==> src/rtl/tls_client_hello_sni_extract_core_assert.svh <==
// Assertion macros shared by the SNI extractor modules.
`ifndef TLS_CLIENT_HELLO_SNI_EXTRACT_CORE_ASSERT_SVH
`define TLS_CLIENT_HELLO_SNI_EXTRACT_CORE_ASSERT_SVH

// Same-cycle implication, sampled on clk, off while rst_n is low.
`define TLSSNI_ASSERT_IMP(label, ante, cons, msg) \
    label: assert property (@(posedge clk) disable iff (!rst_n) (ante) |-> (cons)) \
        else $error(msg);

// Next-cycle implication, sampled on clk, off while rst_n is low.
`define TLSSNI_ASSERT_NXT(label, ante, cons, msg) \
    label: assert property (@(posedge clk) disable iff (!rst_n) (ante) |=> (cons)) \
        else $error(msg);

`endif

==> src/rtl/tlssni_pkg.sv <==
// Types and constants shared by the TLS ClientHello SNI extractor.
`timescale 1ns / 1ps
package tlssni_pkg;

    localparam int PHASE_W = 18;

    typedef enum logic [PHASE_W-1:0] {
        PH_TYPE     = 18'd1,
        PH_MAJOR    = 18'd2,
        PH_HDR_REST = 18'd4,
        PH_HS_TYPE  = 18'd8,
        PH_FIXED    = 18'd16,
        PH_SID_LEN  = 18'd32,
        PH_SID_SKIP = 18'd64,
        PH_CS_LEN   = 18'd128,
        PH_CS_SKIP  = 18'd256,
        PH_CM_LEN   = 18'd512,
        PH_CM_SKIP  = 18'd1024,
        PH_EXT_LEN  = 18'd2048,
        PH_EXT_HDR  = 18'd4096,
        PH_EXT_SKIP = 18'd8192,
        PH_SNI_HDR  = 18'd16384,
        PH_SNI_LEN  = 18'd32768,
        PH_NAME     = 18'd65536,
        PH_DONE     = 18'd131072
    } phase_t;

    localparam logic [7:0]  REC_TYPE_HANDSHAKE = 8'h16;
    localparam logic [7:0]  REC_MAJOR_VERSION  = 8'h03;
    localparam logic [7:0]  HS_CLIENT_HELLO    = 8'h01;
    localparam logic [15:0] EXT_SERVER_NAME    = 16'h0000;
    // record version minor + record length
    localparam logic [15:0] HDR_REST_BYTES     = 16'd3;
    // handshake length (3) + client version (2) + random (32)
    localparam logic [15:0] FIXED_BYTES        = 16'd37;
    localparam logic [15:0] MAX_NAME_BYTES     = 16'd255;

    localparam int FIFO_DEPTH = 4;
    localparam int FIFO_AW    = $clog2(FIFO_DEPTH);
    localparam int FIFO_CW    = FIFO_AW + 1;

    typedef struct packed {
        logic       kind;
        logic [7:0] name_byte;
        logic       sni_found;
        logic [7:0] sni_length;
        logic       truncated;
        logic       is_last;
    } out_item_t;

    // Up to two results per byte; r1 is only used when r0 is used.
    typedef struct packed {
        logic      v0;
        logic      v1;
        out_item_t r0;
        out_item_t r1;
    } res_pair_t;

endpackage

==> src/rtl/tls_client_hello_sni_extract_core.sv <==
// Top level of the TLS ClientHello server-name extractor.
`timescale 1ns / 1ps
// Packet bytes enter on the slave stream, one transaction per byte, tlast on
// the final byte. Each accepted byte runs through a one-hot parse state
// machine that checks the record header (type 0x16, major version 3) and the
// client hello handshake type, skips the fixed fields, session id, cipher
// suites and compression methods, and walks the extension list to the
// server-name extension. Name bytes of up to 255 characters are sent out as
// they arrive (tuser 0); the final byte of every packet yields a summary
// transaction (tuser 1, tlast 1) with the found flag, declared length and a
// truncated flag, and rearms the parser. Results pass through a four-entry
// queue: s_axis_tready is high while it holds two entries or fewer, so bytes
// flow at one per cycle, each result registered in the queue, whenever the
// master side keeps up. The master side moves one transaction per cycle while
// m_axis_tready is high; a packet whose last byte is also a name byte
// produces two results, which costs an extra output transaction.
module tls_client_hello_sni_extract_core
    import tlssni_pkg::*;
(
    input  logic        clk,
    input  logic        rst_n,
    input  logic        s_axis_tvalid,
    output logic        s_axis_tready,
    input  logic [7:0]  s_axis_tdata,   // [7:0] data_byte
    input  logic        s_axis_tlast,   // last_byte
    output logic        m_axis_tvalid,
    input  logic        m_axis_tready,
    output logic [23:0] m_axis_tdata,   // [7:0] name_byte, [8] sni_found,
                                        // [16:9] sni_length, [17] truncated, [23:18] zero
    output logic        m_axis_tuser,   // [0] kind
    output logic        m_axis_tlast    // is_last
);

    logic      in_accept;
    logic      room;
    res_pair_t res;
    out_item_t head;

    // Accept a byte whenever the queue can absorb two results.
    assign s_axis_tready = room;
    assign in_accept     = s_axis_tvalid && room;

    tlssni_parser u_parser (
        .clk      (clk),
        .rst_n    (rst_n),
        .in_valid (in_accept),
        .in_byte  (s_axis_tdata),
        .in_last  (s_axis_tlast),
        .res      (res)
    );

    tlssni_out_fifo u_out_fifo (
        .clk       (clk),
        .rst_n     (rst_n),
        .push      (res),
        .room      (room),
        .out_valid (m_axis_tvalid),
        .out_ready (m_axis_tready),
        .out_item  (head)
    );

    // Pack the head result onto the master stream.
    assign m_axis_tdata = {6'd0, head.truncated, head.sni_length, head.sni_found,
                           head.name_byte};
    assign m_axis_tuser = head.kind;
    assign m_axis_tlast = head.is_last;

endmodule

==> src/rtl/tlssni_parser.sv <==
// Per-byte ClientHello parse state machine producing name bytes and summaries.
`timescale 1ns / 1ps
`include "tls_client_hello_sni_extract_core_assert.svh"
module tlssni_parser
    import tlssni_pkg::*;
(
    input  logic       clk,
    input  logic       rst_n,
    input  logic       in_valid,
    input  logic [7:0] in_byte,
    input  logic       in_last,
    output res_pair_t  res
);

    phase_t      phase_reg, phase_next, phase_step;
    logic [1:0]  bpos_reg, bpos_next, bpos_step;
    logic [15:0] skip_reg, skip_next, skip_step;
    logic [15:0] acc_reg, acc_next, acc_step;
    logic [15:0] ext_reg, ext_next, ext_step;
    logic [7:0]  nleft_reg, nleft_next, nleft_step;
    logic [7:0]  nlen_reg, nlen_next, nlen_step;
    logic        found_reg, found_next, found_step;
    logic        emit_name;

    logic [15:0] acc_sh, ext_sh, skip_sh, ext_dec, skip_dec;
    logic [7:0]  nleft_dec;

    assign acc_sh    = {acc_reg[7:0], in_byte};
    assign ext_sh    = {ext_reg[7:0], in_byte};
    assign skip_sh   = {skip_reg[7:0], in_byte};
    assign ext_dec   = ext_reg - 16'd1;
    assign skip_dec  = skip_reg - 16'd1;
    assign nleft_dec = nleft_reg - 8'd1;

    always_comb
    begin
        phase_step = phase_reg;
        bpos_step  = bpos_reg;
        skip_step  = skip_reg;
        acc_step   = acc_reg;
        ext_step   = ext_reg;
        nleft_step = nleft_reg;
        nlen_step  = nlen_reg;
        found_step = found_reg;
        emit_name  = 1'b0;
        unique case (phase_reg)
            PH_TYPE:
            begin
                phase_step = (in_byte == REC_TYPE_HANDSHAKE) ? PH_MAJOR : PH_DONE;
            end
            PH_MAJOR:
            begin
                if (in_byte == REC_MAJOR_VERSION)
                begin
                    skip_step  = HDR_REST_BYTES;
                    bpos_step  = 2'd0;
                    acc_step   = 16'd0;
                    phase_step = PH_HDR_REST;
                end
                else
                begin
                    phase_step = PH_DONE;
                end
            end
            PH_HS_TYPE:
            begin
                if (in_byte == HS_CLIENT_HELLO)
                begin
                    skip_step  = FIXED_BYTES;
                    bpos_step  = 2'd0;
                    acc_step   = 16'd0;
                    phase_step = PH_FIXED;
                end
                else
                begin
                    phase_step = PH_DONE;
                end
            end
            PH_HDR_REST, PH_FIXED, PH_SID_SKIP, PH_CS_SKIP, PH_CM_SKIP:
            begin
                skip_step = skip_dec;
                if (skip_dec == 16'd0)
                begin
                    unique case (phase_reg)
                        PH_HDR_REST: phase_step = PH_HS_TYPE;
                        PH_FIXED:    phase_step = PH_SID_LEN;
                        PH_SID_SKIP: phase_step = PH_CS_LEN;
                        PH_CS_SKIP:  phase_step = PH_CM_LEN;
                        default:     phase_step = PH_EXT_LEN;
                    endcase
                end
            end
            PH_SID_LEN:
            begin
                skip_step  = {8'd0, in_byte};
                bpos_step  = 2'd0;
                acc_step   = 16'd0;
                phase_step = (in_byte == 8'd0) ? PH_CS_LEN : PH_SID_SKIP;
            end
            PH_CS_LEN:
            begin
                if (bpos_reg == 2'd0)
                begin
                    acc_step  = acc_sh;
                    bpos_step = 2'd1;
                end
                else
                begin
                    skip_step  = acc_sh;
                    bpos_step  = 2'd0;
                    acc_step   = 16'd0;
                    phase_step = (acc_sh == 16'd0) ? PH_CM_LEN : PH_CS_SKIP;
                end
            end
            PH_CM_LEN:
            begin
                skip_step  = {8'd0, in_byte};
                bpos_step  = 2'd0;
                acc_step   = 16'd0;
                phase_step = (in_byte == 8'd0) ? PH_EXT_LEN : PH_CM_SKIP;
            end
            PH_EXT_LEN:
            begin
                ext_step = ext_sh;
                if (bpos_reg == 2'd0)
                begin
                    bpos_step = 2'd1;
                end
                else
                begin
                    bpos_step = 2'd0;
                    if (ext_sh >= 16'd4)
                    begin
                        phase_step = PH_EXT_HDR;
                        acc_step   = 16'd0;
                        skip_step  = 16'd0;
                    end
                    else
                    begin
                        phase_step = PH_DONE;
                    end
                end
            end
            PH_EXT_HDR:
            begin
                ext_step = ext_dec;
                if (bpos_reg < 2'd2)
                    acc_step = acc_sh;
                else
                    skip_step = skip_sh;
                if (bpos_reg != 2'd3)
                begin
                    bpos_step = bpos_reg + 2'd1;
                end
                else if (acc_reg == EXT_SERVER_NAME)
                begin
                    bpos_step  = 2'd0;
                    acc_step   = 16'd0;
                    phase_step = (ext_dec >= 16'd5) ? PH_SNI_HDR : PH_DONE;
                end
                else if (skip_sh == 16'd0)
                begin
                    // zero-length extension: straight to the next header, or done if none fits
                    if (ext_dec >= 16'd4)
                    begin
                        phase_step = PH_EXT_HDR;
                        bpos_step  = 2'd0;
                        acc_step   = 16'd0;
                        skip_step  = 16'd0;
                    end
                    else
                    begin
                        phase_step = PH_DONE;
                    end
                end
                else
                begin
                    phase_step = PH_EXT_SKIP;
                end
            end
            PH_EXT_SKIP:
            begin
                ext_step  = ext_dec;
                skip_step = skip_dec;
                if (ext_dec == 16'd0)
                begin
                    phase_step = PH_DONE;
                end
                else if (skip_dec == 16'd0)
                begin
                    if (ext_dec >= 16'd4)
                    begin
                        phase_step = PH_EXT_HDR;
                        bpos_step  = 2'd0;
                        acc_step   = 16'd0;
                        skip_step  = 16'd0;
                    end
                    else
                    begin
                        phase_step = PH_DONE;
                    end
                end
            end
            PH_SNI_HDR:
            begin
                // list length (2) and name type (1)
                ext_step = ext_dec;
                if (bpos_reg < 2'd2)
                begin
                    bpos_step = bpos_reg + 2'd1;
                end
                else
                begin
                    bpos_step  = 2'd0;
                    acc_step   = 16'd0;
                    phase_step = PH_SNI_LEN;
                end
            end
            PH_SNI_LEN:
            begin
                ext_step = ext_dec;
                acc_step = acc_sh;
                if (bpos_reg == 2'd0)
                begin
                    bpos_step = 2'd1;
                end
                else if (acc_sh <= MAX_NAME_BYTES)
                begin
                    found_step = 1'b1;
                    nlen_step  = acc_sh[7:0];
                    nleft_step = acc_sh[7:0];
                    phase_step = (acc_sh[7:0] == 8'd0 || ext_dec == 16'd0) ? PH_DONE : PH_NAME;
                end
                else
                begin
                    phase_step = PH_DONE;
                end
            end
            PH_NAME:
            begin
                ext_step   = ext_dec;
                nleft_step = nleft_dec;
                emit_name  = 1'b1;
                if (nleft_dec == 8'd0 || ext_dec == 16'd0)
                    phase_step = PH_DONE;
            end
            default:
            begin
                phase_step = PH_DONE;
            end
        endcase
    end

    // Build the results from the updated state, then rearm on the last byte.
    always_comb
    begin
        res = '0;
        if (in_valid)
        begin
            if (emit_name)
            begin
                res.v0           = 1'b1;
                res.r0.name_byte = in_byte;
                if (in_last)
                begin
                    res.v1            = 1'b1;
                    res.r1.kind       = 1'b1;
                    res.r1.sni_found  = found_step;
                    res.r1.sni_length = found_step ? nlen_step : 8'd0;
                    res.r1.truncated  = found_step && (nleft_step != 8'd0);
                    res.r1.is_last    = 1'b1;
                end
            end
            else if (in_last)
            begin
                res.v0            = 1'b1;
                res.r0.kind       = 1'b1;
                res.r0.sni_found  = found_step;
                res.r0.sni_length = found_step ? nlen_step : 8'd0;
                res.r0.truncated  = found_step && (nleft_step != 8'd0);
                res.r0.is_last    = 1'b1;
            end
        end
    end

    always_comb
    begin
        phase_next = phase_reg;
        bpos_next  = bpos_reg;
        skip_next  = skip_reg;
        acc_next   = acc_reg;
        ext_next   = ext_reg;
        nleft_next = nleft_reg;
        nlen_next  = nlen_reg;
        found_next = found_reg;
        if (in_valid && in_last)
        begin
            phase_next = PH_TYPE;
            bpos_next  = 2'd0;
            skip_next  = 16'd0;
            acc_next   = 16'd0;
            ext_next   = 16'd0;
            nleft_next = 8'd0;
            nlen_next  = 8'd0;
            found_next = 1'b0;
        end
        else if (in_valid)
        begin
            phase_next = phase_step;
            bpos_next  = bpos_step;
            skip_next  = skip_step;
            acc_next   = acc_step;
            ext_next   = ext_step;
            nleft_next = nleft_step;
            nlen_next  = nlen_step;
            found_next = found_step;
        end
    end

    always_ff @(posedge clk or negedge rst_n)
    begin
        if (!rst_n)
        begin
            phase_reg <= PH_TYPE;
            bpos_reg  <= 2'd0;
            skip_reg  <= 16'd0;
            acc_reg   <= 16'd0;
            ext_reg   <= 16'd0;
            nleft_reg <= 8'd0;
            nlen_reg  <= 8'd0;
            found_reg <= 1'b0;
        end
        else
        begin
            phase_reg <= phase_next;
            bpos_reg  <= bpos_next;
            skip_reg  <= skip_next;
            acc_reg   <= acc_next;
            ext_reg   <= ext_next;
            nleft_reg <= nleft_next;
            nlen_reg  <= nlen_next;
            found_reg <= found_next;
        end
    end

    `TLSSNI_ASSERT_IMP(a_pair_order, res.v1, res.v0 && !res.r0.is_last && res.r1.is_last, "second result must be a summary after a name byte")
    `TLSSNI_ASSERT_NXT(a_last_rearm, in_valid && in_last, phase_reg == PH_TYPE && !found_reg, "parser not rearmed after last byte")
    `TLSSNI_ASSERT_IMP(a_name_needs_found, res.v0 && !res.r0.kind, found_reg, "name byte emitted without accepted length")

endmodule

==> src/rtl/tlssni_out_fifo.sv <==
// Four-entry queue taking up to two results per cycle, one out on out_ready.
`timescale 1ns / 1ps
`include "tls_client_hello_sni_extract_core_assert.svh"
module tlssni_out_fifo
    import tlssni_pkg::*;
(
    input  logic      clk,
    input  logic      rst_n,
    input  res_pair_t push,
    output logic      room,
    output logic      out_valid,
    input  logic      out_ready,
    output out_item_t out_item
);

    out_item_t          mem [FIFO_DEPTH];
    logic [FIFO_AW-1:0] wr_ptr_reg, wr_ptr_next, wr_ptr_inc;
    logic [FIFO_AW-1:0] rd_ptr_reg, rd_ptr_next;
    logic [FIFO_CW-1:0] count_reg, count_next;
    logic [1:0]         push_cnt;
    logic               pop;

    assign room       = count_reg <= FIFO_CW'(FIFO_DEPTH - 2);
    assign out_valid  = count_reg != '0;
    assign out_item   = mem[rd_ptr_reg];
    assign pop        = out_valid && out_ready;
    assign push_cnt   = {1'b0, push.v0} + {1'b0, push.v1};
    assign wr_ptr_inc = wr_ptr_reg + FIFO_AW'(1);

    assign wr_ptr_next = wr_ptr_reg + FIFO_AW'(push_cnt);
    assign rd_ptr_next = pop ? rd_ptr_reg + FIFO_AW'(1) : rd_ptr_reg;
    assign count_next  = count_reg + FIFO_CW'(push_cnt) - FIFO_CW'(pop);

    always_ff @(posedge clk)
    begin
        if (push.v0)
            mem[wr_ptr_reg] <= push.r0;
        if (push.v1)
            mem[wr_ptr_inc] <= push.r1;
    end

    always_ff @(posedge clk or negedge rst_n)
    begin
        if (!rst_n)
        begin
            wr_ptr_reg <= '0;
            rd_ptr_reg <= '0;
            count_reg  <= '0;
        end
        else
        begin
            wr_ptr_reg <= wr_ptr_next;
            rd_ptr_reg <= rd_ptr_next;
            count_reg  <= count_next;
        end
    end

    `TLSSNI_ASSERT_IMP(a_count_bound, 1'b1, count_reg <= FIFO_CW'(FIFO_DEPTH), "result queue count out of range")
    `TLSSNI_ASSERT_IMP(a_no_overflow, push.v0, count_reg <= FIFO_CW'(FIFO_DEPTH - 2), "push without room for two results")
    `TLSSNI_ASSERT_NXT(a_idle_hold, !push.v0 && !pop, $stable(count_reg), "queue count moved without push or pop")

endmodule

==> config.mk <==
export PLATFORM = sky130hd
export DESIGN_NAME = tls_client_hello_sni_extract_core
export DESIGN_NICKNAME = d
export VERILOG_FILES = /design/src/rtl/tlssni_pkg.sv /design/src/rtl/tls_client_hello_sni_extract_core.sv /design/src/rtl/tlssni_parser.sv /design/src/rtl/tlssni_out_fifo.sv
export VERILOG_INCLUDE_DIRS = /design/src /design/src/rtl
export SDC_FILE = /design/constraint.sdc
export NUM_CORES = 1
export LEC_CHECK = 0
export BUFFER_PORTS_ARGS = -buffer_cell sky130_fd_sc_hd__buf_2
export CAP_MARGIN = 20
export CORE_MARGIN = 2
export CORE_UTILIZATION = 30
export DETAILED_ROUTE_END_ITERATION = 10
export GPL_TIMING_DRIVEN = 0
export HOLD_SLACK_MARGIN = 0.12
export PLACE_DENSITY = 0.46
export SYNTH_ARGS = -nofsm -noshare
export SYNTH_HDL_FRONTEND = slang
export SYNTH_SLANG_ARGS = --single-unit
==> constraint.sdc <==
create_clock -name clk -period 4.6 [get_ports clk]
set_clock_uncertainty 0.1 [all_clocks]
set_input_delay 0.46 -clock clk [delete_from_list [all_inputs] [get_ports clk]]
set_output_delay 0.46 -clock clk [all_outputs]
set_load 0.02 [all_outputs]
==> results.md, run 1 <==
* Outcome: complete, no violations
* Async set-reset flop share out of synthesis at a little over half
* Setup CP Type: flip-flop to flip-flop
* Final Worst Setup Slack at ~0.37 ns
* Total GRT Usage at roughly a fifth
* TritonRoute pass-1 iters at 5
* Yosys warnings at 0
* Leak at ~4.5 nW
* Synth Flop Type: dfrtp_1
* Hold worst-path end: u_out_fifo.rd_ptr_reg[0]
* Tmin final at 4.226 ns
* Hold Path Class: input pin to flip-flop
* PwrDens at ~410 nW/um^2
* WHS Path Cells at 3
* Remaining DRCs at 0
* Hold Crit Start: m_axis_tready
* Hold_ws at just over 0.3 ns
* Fmax at about 240 MHz
* Placed cells at 1,572
* Die height at ~190 um
* Antenna diode instance count at 0
* Via count at 8,770
* Crit end category: flip-flop
* Initial Util at between 30% and 40%
* Vias/cell at ~5.5
* CTS Sinks at between 150 and 200
* Iter 0 DRT Violations at around 860
* Seq/Total Area, Yosys at between 40% and 50%
* Sw Ratio at a little under two fifths
* Worst slew pin tran at between 1 and 1.5 ns
* Post-synth EDFFs at 44
* Worst Setup Start Kind: flip-flop
* Worst-Skew Late Latency at between 0.4 and 0.5 ns
* Initial antenna violation count at 0
* Final RePlAce weighted congestion at 0.9089
* Hold Vio Cnt, Final at 0
* Final max-slew violation count at 0
* Max FFs per register at 76
* Fill count at about 3,500
* Finished Core Util at 34.38%
* CTS Buf Count at 17
* # rows at 67
* Crit Reg-Reg Endpoint: u_parser.acc_reg[7]
* FF-to-FF Start: u_parser.phase_reg[1]
* Root Buffer: clkbuf_16
* Internal power at 0.002923 W
* Final setup TNS at 0 ns
* CTS HTree Levels at 4
* Number of nets still failing antenna checks after routing at 0
* HPWL Detailed at around 23,000 um
* Flop pwr share at between 30% and 40%
* Postcts setup bufs at 0
* Unrepaired setup endpoints after global routing: false
* Post-Synthesis Cells at 1,087
* I/O pins at roughly 40
* Clk pwr share at 31.6%
* Yosys reg bits at about 170
* Combinational power share at between 30% and 40%
* Maximum clock path buffer count at 2
* Fin cells at 1,605
* VDD IR-drop max at about 0.00026 V
* Syn Area/Cell at between 9 and 10 um^2
* Net Sw Power at between 0.0015 and 0.002 W
* Final Net Count at 1,174
* Per-cell routed wire length at around 20 um
* Data required, critical path at around 4.8 ns
* Largest net degree at the start of global routing at 53
* Reg2reg setup slack at about 0.37 ns
* Slew margin rel. at 29.85%
* Synth cell types at 94
* Layout Area Growth over Synthesis at 13.74%
* DIE WIDTH at 187.1 um
* Place WS at around 0.21 ns
* Max-Cap Viols at 0
* Core area at between 30,000 and 40,000 um^2
* Max FO, Critical Path at 10
* GR Overflow Total at 0
* CTS clk-pin slew, worst paths at ~0.08 ns
* CTS tree: yes
* First-pass GRT wire length at 51,720 um
* Port-buffer cells at 27
* # setup viols final at 0
* Worst EP arrival at around 4.5 ns
* Final worst-path cycle share at 91.87%
* Mapped Area at 10,060 um^2
* Die Footprint at approximately 35,000 um^2
* Layout cells sized above 1 at approximately 12%
* Final WL at approximately 33,000 um
* R2R depth at 9
* Vias in the first global route at slightly below 9,000
-- timing repair --
action	in CTS	in global routing
hold buffers	1	0
endpoints found under the hold margin	39	0
endpoints found under the setup margin	0	46
resized for setup	0	2
-- layout make-up --
type                            instances  area [um^2]  share of cell area [%]
Buffer                                 75        342.8                   2.996
Sequential cell                       168         4265                   37.28
Inverter                               32        120.1                   1.050
Timing Repair Buffer                   33        195.2                   1.706
Multi-Input combinational cell        817         5359                   46.83
Tap cell                              448        560.5                   4.899
Clock inverter                         12        120.1                   1.050
Clock buffer                           20        479.2                   4.188
-- layout by cell type (no fill, tap or decap), drive strengths merged, types with 9 or more instances in the layout --
master,Yosys,layout
dfrtp,91,91
nand3,28,28
clkbuf,49,69
nor4,38,38
dfxtp,32,32
buf,26,58
a21oi,55,55
nand2,91,91
mux4,19,19
and2,16,16
nor2,126,126
nand2b,12,12
o21ai,88,88
inv,32,41
a22oi,26,26
nor3,34,34
nor2b,15,15
o31ai,17,17
a22o,23,23
xnor2,11,11
or3,9,9
ha,16,16
nand4,12,12
edfxtp,44,44
mux2i,13,13
or4,15,15
-- synthesized netlist by cell type, types with 16 or more instances --
master      n  area, um^2
a22oi_1    26       195.2
clkbuf_1   48       180.2
inv_1      32       120.1
nor3_1     33       165.2
nor2_1    126       473.0
o21ai_0    81       405.4
mux4_2     19       427.9
dfxtp_1    32       640.6
nand2_1    91       341.6
a22o_1     23       201.4
nor4_1     34       212.7
nand3_1    28       140.1
ha_1       16       200.2
dfrtp_1    91        2277
edfxtp_1   44        1321
a21oi_1    55       275.3
-- routing by layer --
metal  global-route usage, %  part of all wire [%]  wire length [um]  up-vias
li1                        -                     -                 -     4185
met1                   24.86                    45             14760     4319
met2                   31.81                    48             15610      222
met3                   3.021                   4.2              1365       44
met4                   6.380                   2.7               867        0
met5                       0                     0                 0        -
-- power groups by stage --
stage          combinational, W  clock (W)  sequential, W
2_1_floorplan           0.00111          0        0.00169
3_3_place_gp            0.00155          0        0.00172
3_5_place_dp            0.00155          0        0.00172
4_1_cts                 0.00156    0.00154        0.00169
5_1_grt                 0.00172    0.00158        0.00170
6_report                0.00155    0.00150        0.00169
-- cell families (layout without fill, tap and decap cells) --
kind of cell	Yosys count	count (layout)	synth area share, %
and+or+nand+nor	443	443	22.82
AOI/OAI and AO/OA	293	293	19.96
DFF	168	168	42.40
buffers and inverters	107	172	4.602
muxes	39	39	6.331
xor gates and xnor gates	19	19	1.654
adders and majority gates	17	17	2.189
other	1	6	0.03728
-- worst max path at each step --
stage,start,endpoint,slack (ns),cells after the start
2_1_floorplan,u_parser.phase_reg[8],u_out_fifo.count_reg[2],1.05,12
3_3_place_gp,u_parser.phase_reg[8],u_out_fifo.count_reg[2],0.13,12
3_5_place_dp,u_parser.phase_reg[1],u_out_fifo.mem[0][4],0.21,7
4_1_cts,u_parser.phase_reg[1],u_out_fifo.count_reg[2],0.18,11
5_1_grt,u_parser.phase_reg[8],u_parser.acc_reg[7],0.09,10
6_report,u_parser.phase_reg[1],u_parser.acc_reg[7],0.37,9
-- per-stage QoR --
step | power (W) | area [um^2]
6_report | 0.004743 | 11440
5_1_grt | 0.005007 | 11440
2_1_floorplan | 0.002802 | 10080
3_3_place_gp | 0.003270 | 10770
4_1_cts | 0.004789 | 11430
3_5_place_dp | 0.003275 | 10820
-- critical path, cell delays in order, from the launching register on --
cell and delay (ns):
dfrtp_1 0.44, nor4_2 0.70, nand4_1 0.35, o32ai_1 0.84, nor4_1 0.23, nor4_1 0.44, a21oi_1 0.13, a311o_1 0.46
buf_6 0.20, a22o_1 0.23
No activity file was read; power rests on OpenSTA's default activity.
==> run 2, diff against run 1 <==
--- a/config.mk
+++ b/config.mk
@@ -6,14 +6,14 @@
 export SDC_FILE = /design/constraint.sdc
 export NUM_CORES = 1
 export LEC_CHECK = 0
-export BUFFER_PORTS_ARGS = -buffer_cell sky130_fd_sc_hd__buf_2
 export CAP_MARGIN = 20
 export CORE_MARGIN = 2
 export CORE_UTILIZATION = 30
 export DETAILED_ROUTE_END_ITERATION = 10
+export DONT_BUFFER_PORTS = 1
 export GPL_TIMING_DRIVEN = 0
 export HOLD_SLACK_MARGIN = 0.12
-export PLACE_DENSITY = 0.46
+export PLACE_DENSITY = 0.45
 export SYNTH_ARGS = -nofsm -noshare
 export SYNTH_HDL_FRONTEND = slang
 export SYNTH_SLANG_ARGS = --single-unit
==> results.md, run 2 (same netlist as run 1, synthesis figures left out) <==
* Final WL at 32,500 um (-0.31%)
* Root Buffer: clkbuf_16
* Fill count at 3,467 (+0.12%)
* Power, Total at 0.004661 W (-1.7%)
* TritonRoute pass-1 iters at 5 (unchanged)
* Tmin final at 4.176 ns (-0.04962 ns)
* First-pass GRT wire length at 50,730 um (-1.9%)
* Data required, critical path at 4.66 ns (-0.17 ns)
* Outcome: complete, no violations
* Number of nets still failing antenna checks after routing at 0 (unchanged)
* I/O pins at 41 (unchanged)
* Final worst-path cycle share at 90.79% (-1.1 points)
* HPWL Detailed at 22,990 um (-0.39%)
* Per-cell routed wire length at 20.60 um (+1.4%)
* Hold Path Class: input pin to flip-flop
* Core area at 33,280 um^2 (unchanged)
* R2R depth at 12 (+3)
* Slew margin rel. at 30.68% (+0.82 points)
* Setup CP Type: flip-flop to flip-flop
* Max FFs per register at 76 (unchanged)
* Worst EP arrival at 4.24 ns (-0.22 ns)
* PwrDens at 412.5 nW/um^2 (-0.48%)
* Worst-Skew Late Latency at 0.45 ns (about the same)
* Initial Util at 30.23% (unchanged)
* Worst slew pin tran at 1.040 ns (-0.01234 ns)
* Most frequent cells in the layout: nor2_1, nand2_1, dfrtp_1
* Final Worst Setup Slack at 0.4235 ns (+0.04962 ns)
* Place WS at 0.2032 ns (-0.01136 ns)
* Iter 0 DRT Violations at 621 (-27%)
* Max-Cap Viols at 0 (unchanged)
* Largest net degree at the start of global routing at 93 (+75%)
* Final setup TNS at 0 ns (unchanged)
* Worst path slowest cell: clkbuf_1
* Met1 usage at 24.22% (-0.64 points)
* Final max-slew violation count at 0 (unchanged)
* Initial antenna violation count at 0 (unchanged)
* GRT met2 Usage at 31.37% (-0.44 points)
* Hold_ws at 0.2233 ns (-0.08032 ns)
* Max FO, Critical Path at 10 (unchanged)
* Vias/cell at 5.439 (-0.46%)
* Remaining DRCs at 0 (unchanged)
* Fmax at 239.4 MHz (+1.2%)
* Most common cell after layout, fill and taps aside: nor2_1
* Die Footprint at 35,010 um^2 (unchanged)
* CTS Buf Count at 17 (unchanged)
* Crit end category: flip-flop
* Port-buffer cells at 0 (-100%)
* Maximum clock path buffer count at 2 (unchanged)
* Final Net Count at 1,147 (-2.3%)
* Grt met3 use at 3.490% (+0.47 points)
* Worst Setup Start Kind: flip-flop
* CTS clk-pin slew, worst paths at 0.07 ns (about the same)
* VDD IR-drop max at 0.0002524 V (-2.4%)
* Layout Area Growth over Synthesis at 12.33%
* Vias in the first global route at 8,505 (-2.2%)
* Antenna diode instance count at 0 (unchanged)
* Hold Vio Cnt, Final at 0 (unchanged)
* Gr busiest metal: met2
* Via count at 8,583 (-2.1%)
* Unrepaired setup endpoints after global routing: false
* GR Overflow Total at 0 (unchanged)
* # setup viols final at 0 (unchanged)
* Final RePlAce weighted congestion at 0.8945 (-1.6%)
* Critical Path Max Stage Delay at 0.60 ns (-0.24 ns)
* Leak at 4.399 nW (-2.8%)
* WHS Path Cells at 2 (-1)
* Layout cells sized above 1 at 10.00% (-2.2 points)
* CTS Sinks at 168 (unchanged)
* Postcts setup bufs at 0 (unchanged)
* CTS tree: yes
* Die height at 187.1 um (unchanged)
* CTS HTree Levels at 4 (unchanged)
* DIE WIDTH at 187.1 um (unchanged)
* Crit path cell chain: clkbuf_1 > clkbuf_1 > inv_1 > ha_1 > inv_1 > and4b_1 > buf_1 > mux2i_1 > a21o_1 > nor2_1 > nand4b_1 > nor2b_1
* # rows at 67 (unchanged)
* Total GRT Usage at 18.63% (-0.32 points)
-- run 2: cell count changes in the layout (fill, tap and decap cells not counted), moves of 2 or more --
cell       delta
buf_2        -27
clkbuf_16     -2
clkinv_4      +2
inv_4         -3
inv_6         -2
inv_8         +3
-- run 2: critical path, delay by kind of cell (launching register included) --
family / cells / cell delay [ns]
buffers and inverters: 5 / 1.84
and+or+nand+nor: 4 / 0.88
DFF: 1 / 0.36
adders and majority gates: 1 / 0.33
AOI/OAI and AO/OA: 1 / 0.23
muxes: 1 / 0.14
-- run 2: final cells by class --
class,count,area (um^2),share of cell area [%]
buffer,75,342.8,3.034
clock inverter,15,171.4,1.517
clock buffer,17,425.4,3.765
multi-input combinational,817,5354,47.38
sequential,168,4265,37.75
tap,448,560.5,4.961
inverter,32,120.1,1.063
timing repair buffer,6,60.06,0.5315
-- run 2: stage by stage --
| step | cell area (um^2) | cells | utilization [%] |
|---|---|---|---|
| CTS | 11300 | 1578 | 33.94 |
| finish | 11300 | 1578 | 33.95 |
| detailed placement | 10660 | 1544 | 32.04 |
| floorplan | 10080 | 1092 | - |
| global placement | 10640 | 1540 | 31.97 |
| global route | 11300 | 1578 | 33.95 |
-- run 2: final timing paths --
kind | start | end | slack, ns
setup / recovery | u_parser.bpos_reg[1] | u_out_fifo.mem[2][1] | 0.42
hold / removal | m_axis_tready | u_out_fifo.rd_ptr_reg[0] | 0.22
setup reg to reg | u_parser.bpos_reg[1] | u_out_fifo.mem[2][1] | 0.42
hold reg to reg | u_out_fifo.mem[0][15] | u_out_fifo.mem[0][15] | 0.36
max in group asynchronous | rst_n | u_parser.phase_reg[0] | 3.50
min in group asynchronous | rst_n | u_parser.skip_reg[7] | 0.48
-- run 2: metal layers --
metal | vias to the layer above | part of all wire, %
met4 | 0 | 2.4
met1 | 4161 | 45
li1 | 4128 | -
met3 | 41 | 4.9
met5 | - | 0
met2 | 253 | 48
-- run 2: where the power goes --
group	leakage (nW)	switching [W]	internal (W)
combinational	2.17	0.00102	0.000485
clock	0.292	0.000731	0.000736
sequential	1.94	0.0000770	0.00161
-- run 2: repair_timing --
action | CTS | global route
resized for setup | 0 | 1
hold buffers | 2 | 0
hold endpoints to repair | 92 | 0
endpoints found under the setup margin | 0 | 1
==> run 3, diff against run 2 <==
--- a/config.mk
+++ b/config.mk
@@ -6,6 +6,7 @@
 export SDC_FILE = /design/constraint.sdc
 export NUM_CORES = 1
 export LEC_CHECK = 0
+export ABC_AREA = 1
 export CAP_MARGIN = 20
 export CORE_MARGIN = 2
 export CORE_UTILIZATION = 30
@@ -16,4 +17,5 @@
 export PLACE_DENSITY = 0.45
 export SYNTH_ARGS = -nofsm -noshare
 export SYNTH_HDL_FRONTEND = slang
+export SYNTH_HIERARCHICAL = 1
 export SYNTH_SLANG_ARGS = --single-unit
==> results.md, run 3 <==
* Unrepaired setup endpoints after global routing: false
* Synth Flop Type: dfrtp_1
* VDD IR-drop max at 0.0002725 V (+8.0%)
* Top post-synthesis cells by area: edfxtp_1, dfrtp_1, nand2_1
* Core area at 41,020 um^2 (+23%)
* Hold Vio Cnt, Final at 0 (unchanged)
* Remaining DRCs at 0 (unchanged)
* Final instance area at 13,970 um^2 (+24%)
* Seq/Total Area, Yosys at 37.61% (-4.8 points)
* Postcts setup bufs at 0 (unchanged)
* Maximum clock path buffer count at 2 (unchanged)
* Initial antenna violation count at 0 (unchanged)
* Fin cells at 2,389 (+51%)
* Mapped Area at 12,510 um^2 (+24%)
* Post-synth EDFFs at 80 (+82%)
* Yosys top cell area share at 19.20% (-3.4 points)
* Number of nets still failing antenna checks after routing at 0 (unchanged)
* Slew margin rel. at 28.61% (-2.1 points)
* Via count at 11,940 (+39%)
* # setup viols final at 0 (unchanged)
* Hold Path Class: input pin to flip-flop
* Flop pwr share at 32.4% (-3.8 points)
* CTS Buf Count at 17 (unchanged)
* Die Footprint at 43,360 um^2 (+24%)
* Max-Cap Viols at 0 (unchanged)
* Final Net Count at 1,874 (+63%)
* Per-cell routed wire length at 18.01 um (-13%)
* Iter 0 DRT Violations at 877 (+41%)
* Worst EP arrival at 4.49 ns (+0.25 ns)
* Top-count cell post-synth: nand2_1
* Synth cell types at 50 (-47%)
* Worst-Skew Late Latency at 0.47 ns (+0.02 ns)
* Yosys warnings at 6 (+6)
* PwrDens at 441.4 nW/um^2 (+7.0%)
* Vias in the first global route at 11,480 (+35%)
* Met2 WL at 20,570 um (+31%)
* GR Overflow Total at 0 (unchanged)
* Worst Setup Start Kind: flip-flop
* Final worst-path cycle share at 92.00% (+1.2 points)
* Place WS at 0.1969 ns (-0.006304 ns)
* HPWL Detailed at 31,040 um (+35%)
* Finished Core Util at 34.06% (+0.11 points)
* Placed cells at 2,344 (+52%)
* Yosys reg bits at 172 (+2.4%)
* Final setup TNS at 0 ns (unchanged)
* Antenna diode instance count at 0 (unchanged)
* Async set-reset flop share out of synthesis at 53.49% (-1.3 points)
* Met3 routed WL at 1802 um (+13%)
* I/O pins at 41 (unchanged)
* Most frequent cells in the layout: nand2_1, nor2_1, inv_1
* CTS HTree Levels at 4 (unchanged)
* Root Buffer: clkbuf_16
* Die height at 208.2 um (+11%)
* Met1 WL at 19,800 um (+37%)
* Sw Ratio at 45.72% (+6.5 points)
* CTS tree: yes
* TritonRoute pass-1 iters at 5 (unchanged)
* Final Worst Setup Slack at 0.3678 ns (-0.05572 ns)
* First-pass GRT wire length at 67,430 um (+33%)
* CTS Sinks at 172 (+2.4%)
* Initial Util at 30.50% (+0.28 points)
* Max FO, Critical Path at 10 (unchanged)
* Fmax at 236.3 MHz (-1.3%)
* Final RePlAce weighted congestion at 0.8969 (+0.27%)
* Placed Area at 13,220 um^2 (+24%)
* Combinational power share at 43.6% (+11 points)
* Worst slew pin tran at 1.068 ns (+0.02844 ns)
* Most frequent cells after synthesis: nand2_1, nor2_1, inv_1
* Data required, critical path at 4.86 ns (+0.20 ns)
* Post-Synthesis Cells at 1,800 (+66%)
* Vias/cell at 4.996 (-8.2%)
* DIE WIDTH at 208.2 um (+11%)
* Crit end category: flip-flop
* Most common cell after layout, fill and taps aside: nand2_1
* # rows at 74 (+10%)
* Top routing layer in use: met4
* Final max-slew violation count at 0 (unchanged)
* Largest area contributor in the netlist: edfxtp_1
* Tmin final at 4.232 ns (+0.05572 ns)
* Internal power at 0.003348 W (+18%)
* Outcome: complete, no violations
* Max FFs per register at 80 (+5.3%)
* Layout cells sized above 1 at 11.31% (+1.3 points)
* Net Sw Power at 0.002820 W (+54%)
* Layout Area Growth over Synthesis at 11.67%
* Final WL at 43,020 um (+32%)
* Largest net degree at the start of global routing at 93 (unchanged)
* Port-buffer cells at 0 (unchanged)
* Syn Area/Cell at 6.951 um^2 (-25%)
* Reg2reg setup slack at 0.37 ns (-0.06 ns)
* CTS clk-pin slew, worst paths at 0.07 ns (about the same)
* Clk pwr share at 24.0% (-7.5 points)
* Leak at 6.166 nW (+40%)
* Setup CP Type: flip-flop to flip-flop
* Total GRT Usage at 20.17% (+1.5 points)
run 3: cell types whose count changed in the layout (fill, tap and decap cells not counted), moves of 32 or more:
| cell | before | now |
|---|---|---|
| nand2_1 | 91 | 528 |
| inv_1 | 32 | 189 |
| nand3_1 | 28 | 134 |
| nor2_1 | 126 | 204 |
| o21ai_0 | 81 | 138 |
| o21ai_1 | 6 | 49 |
| edfxtp_1 | 44 | 80 |
| dfxtp_1 | 32 | 0 |
run 3: worst paths after layout:
path | depth (start not counted) | from | end
max | 18 | u_parser/phase_reg[7] | u_out_fifo/count_reg[2]
max in group asynchronous | 2 | rst_n | u_parser/phase_reg[0]
min | 2 | s_axis_tdata[5] | u_parser/ext_reg[5]
max reg2reg | 18 | u_parser/phase_reg[7] | u_out_fifo/count_reg[2]
min reg2reg | 2 | u_parser/skip_reg[15] | u_parser/skip_reg[15]
min in group asynchronous | 2 | rst_n | u_parser/ext_reg[15]
run 3: layout make-up:
type                            count  area (um^2)
Fill cell                        4483        27040
Multi-Input combinational cell   1352         6584
Sequential cell                   172         4706
Inverter                          201        757.0
Tap cell                          532        665.6
Buffer                             87        511.7
Clock buffer                       19        432.9
Timing Repair Buffer               13        175.2
Clock inverter                     13        140.1
run 3: worst max-delay path: stages (launching register included):
cell and delay (ns):
dfrtp_1 0.44, nor2_2 0.21, nand2_4 0.15, nor2_8 0.24
buf_6 0.19, nand4_1 0.36, inv_1 0.34, nand2_1 0.30
nand2_1 0.25, ha_1 0.28, inv_1 0.10, ha_1 0.24
inv_1 0.06, ha_1 0.14, inv_1 0.05, fa_1 0.40
xor2_1 0.16, nand2_1 0.06, nand2_1 0.05
run 3: power groups by stage:
stage               Sequential, W  Combinational (W)  Clock, W
finish                    0.00200            0.00269   0.00148
global route              0.00202            0.00301   0.00158
CTS                       0.00200            0.00271   0.00152
detailed placement        0.00203            0.00267         0
global placement          0.00203            0.00266         0
floorplan                 0.00196            0.00202         0
run 3: timing repair:
action | 4_1_cts | 5_1_grt
hold endpoints to repair | 104 | 0
setup endpoints to repair | 0 | 1
hold buffers | 10 | 0
resized for setup | 0 | 2
run 3: per-stage QoR:
| stage | power [W] | hold WS (ns) |
|---|---|---|
| final | 0.006168 | 0.1546 |
| after global routing | 0.006617 | 0.1514 |
| after CTS | 0.006229 | 0.1242 |
| after detailed placement | 0.004694 | 0.06802 |
| after global placement | 0.004687 | 0.06801 |
| after floorplan | 0.003976 | 0.06441 |
run 3: kinds of logic after synthesis:
group	after synthesis	share of synthesized area [%]
other	2	0.06002
adders and majority gates	17	1.760
DFF	172	37.61
buffers and inverters	288	10.13
and+or+nand+nor	1029	37.24
AOI/OAI and AO/OA	282	12.50
xor gates and xnor gates	10	0.7000
run 3: per-layer routing:
metal,vias up,track usage (%)
li1,5951,-
met3,39,3.034
met4,0,6.028
met1,5659,26.88
met2,286,33.74
met5,-,0
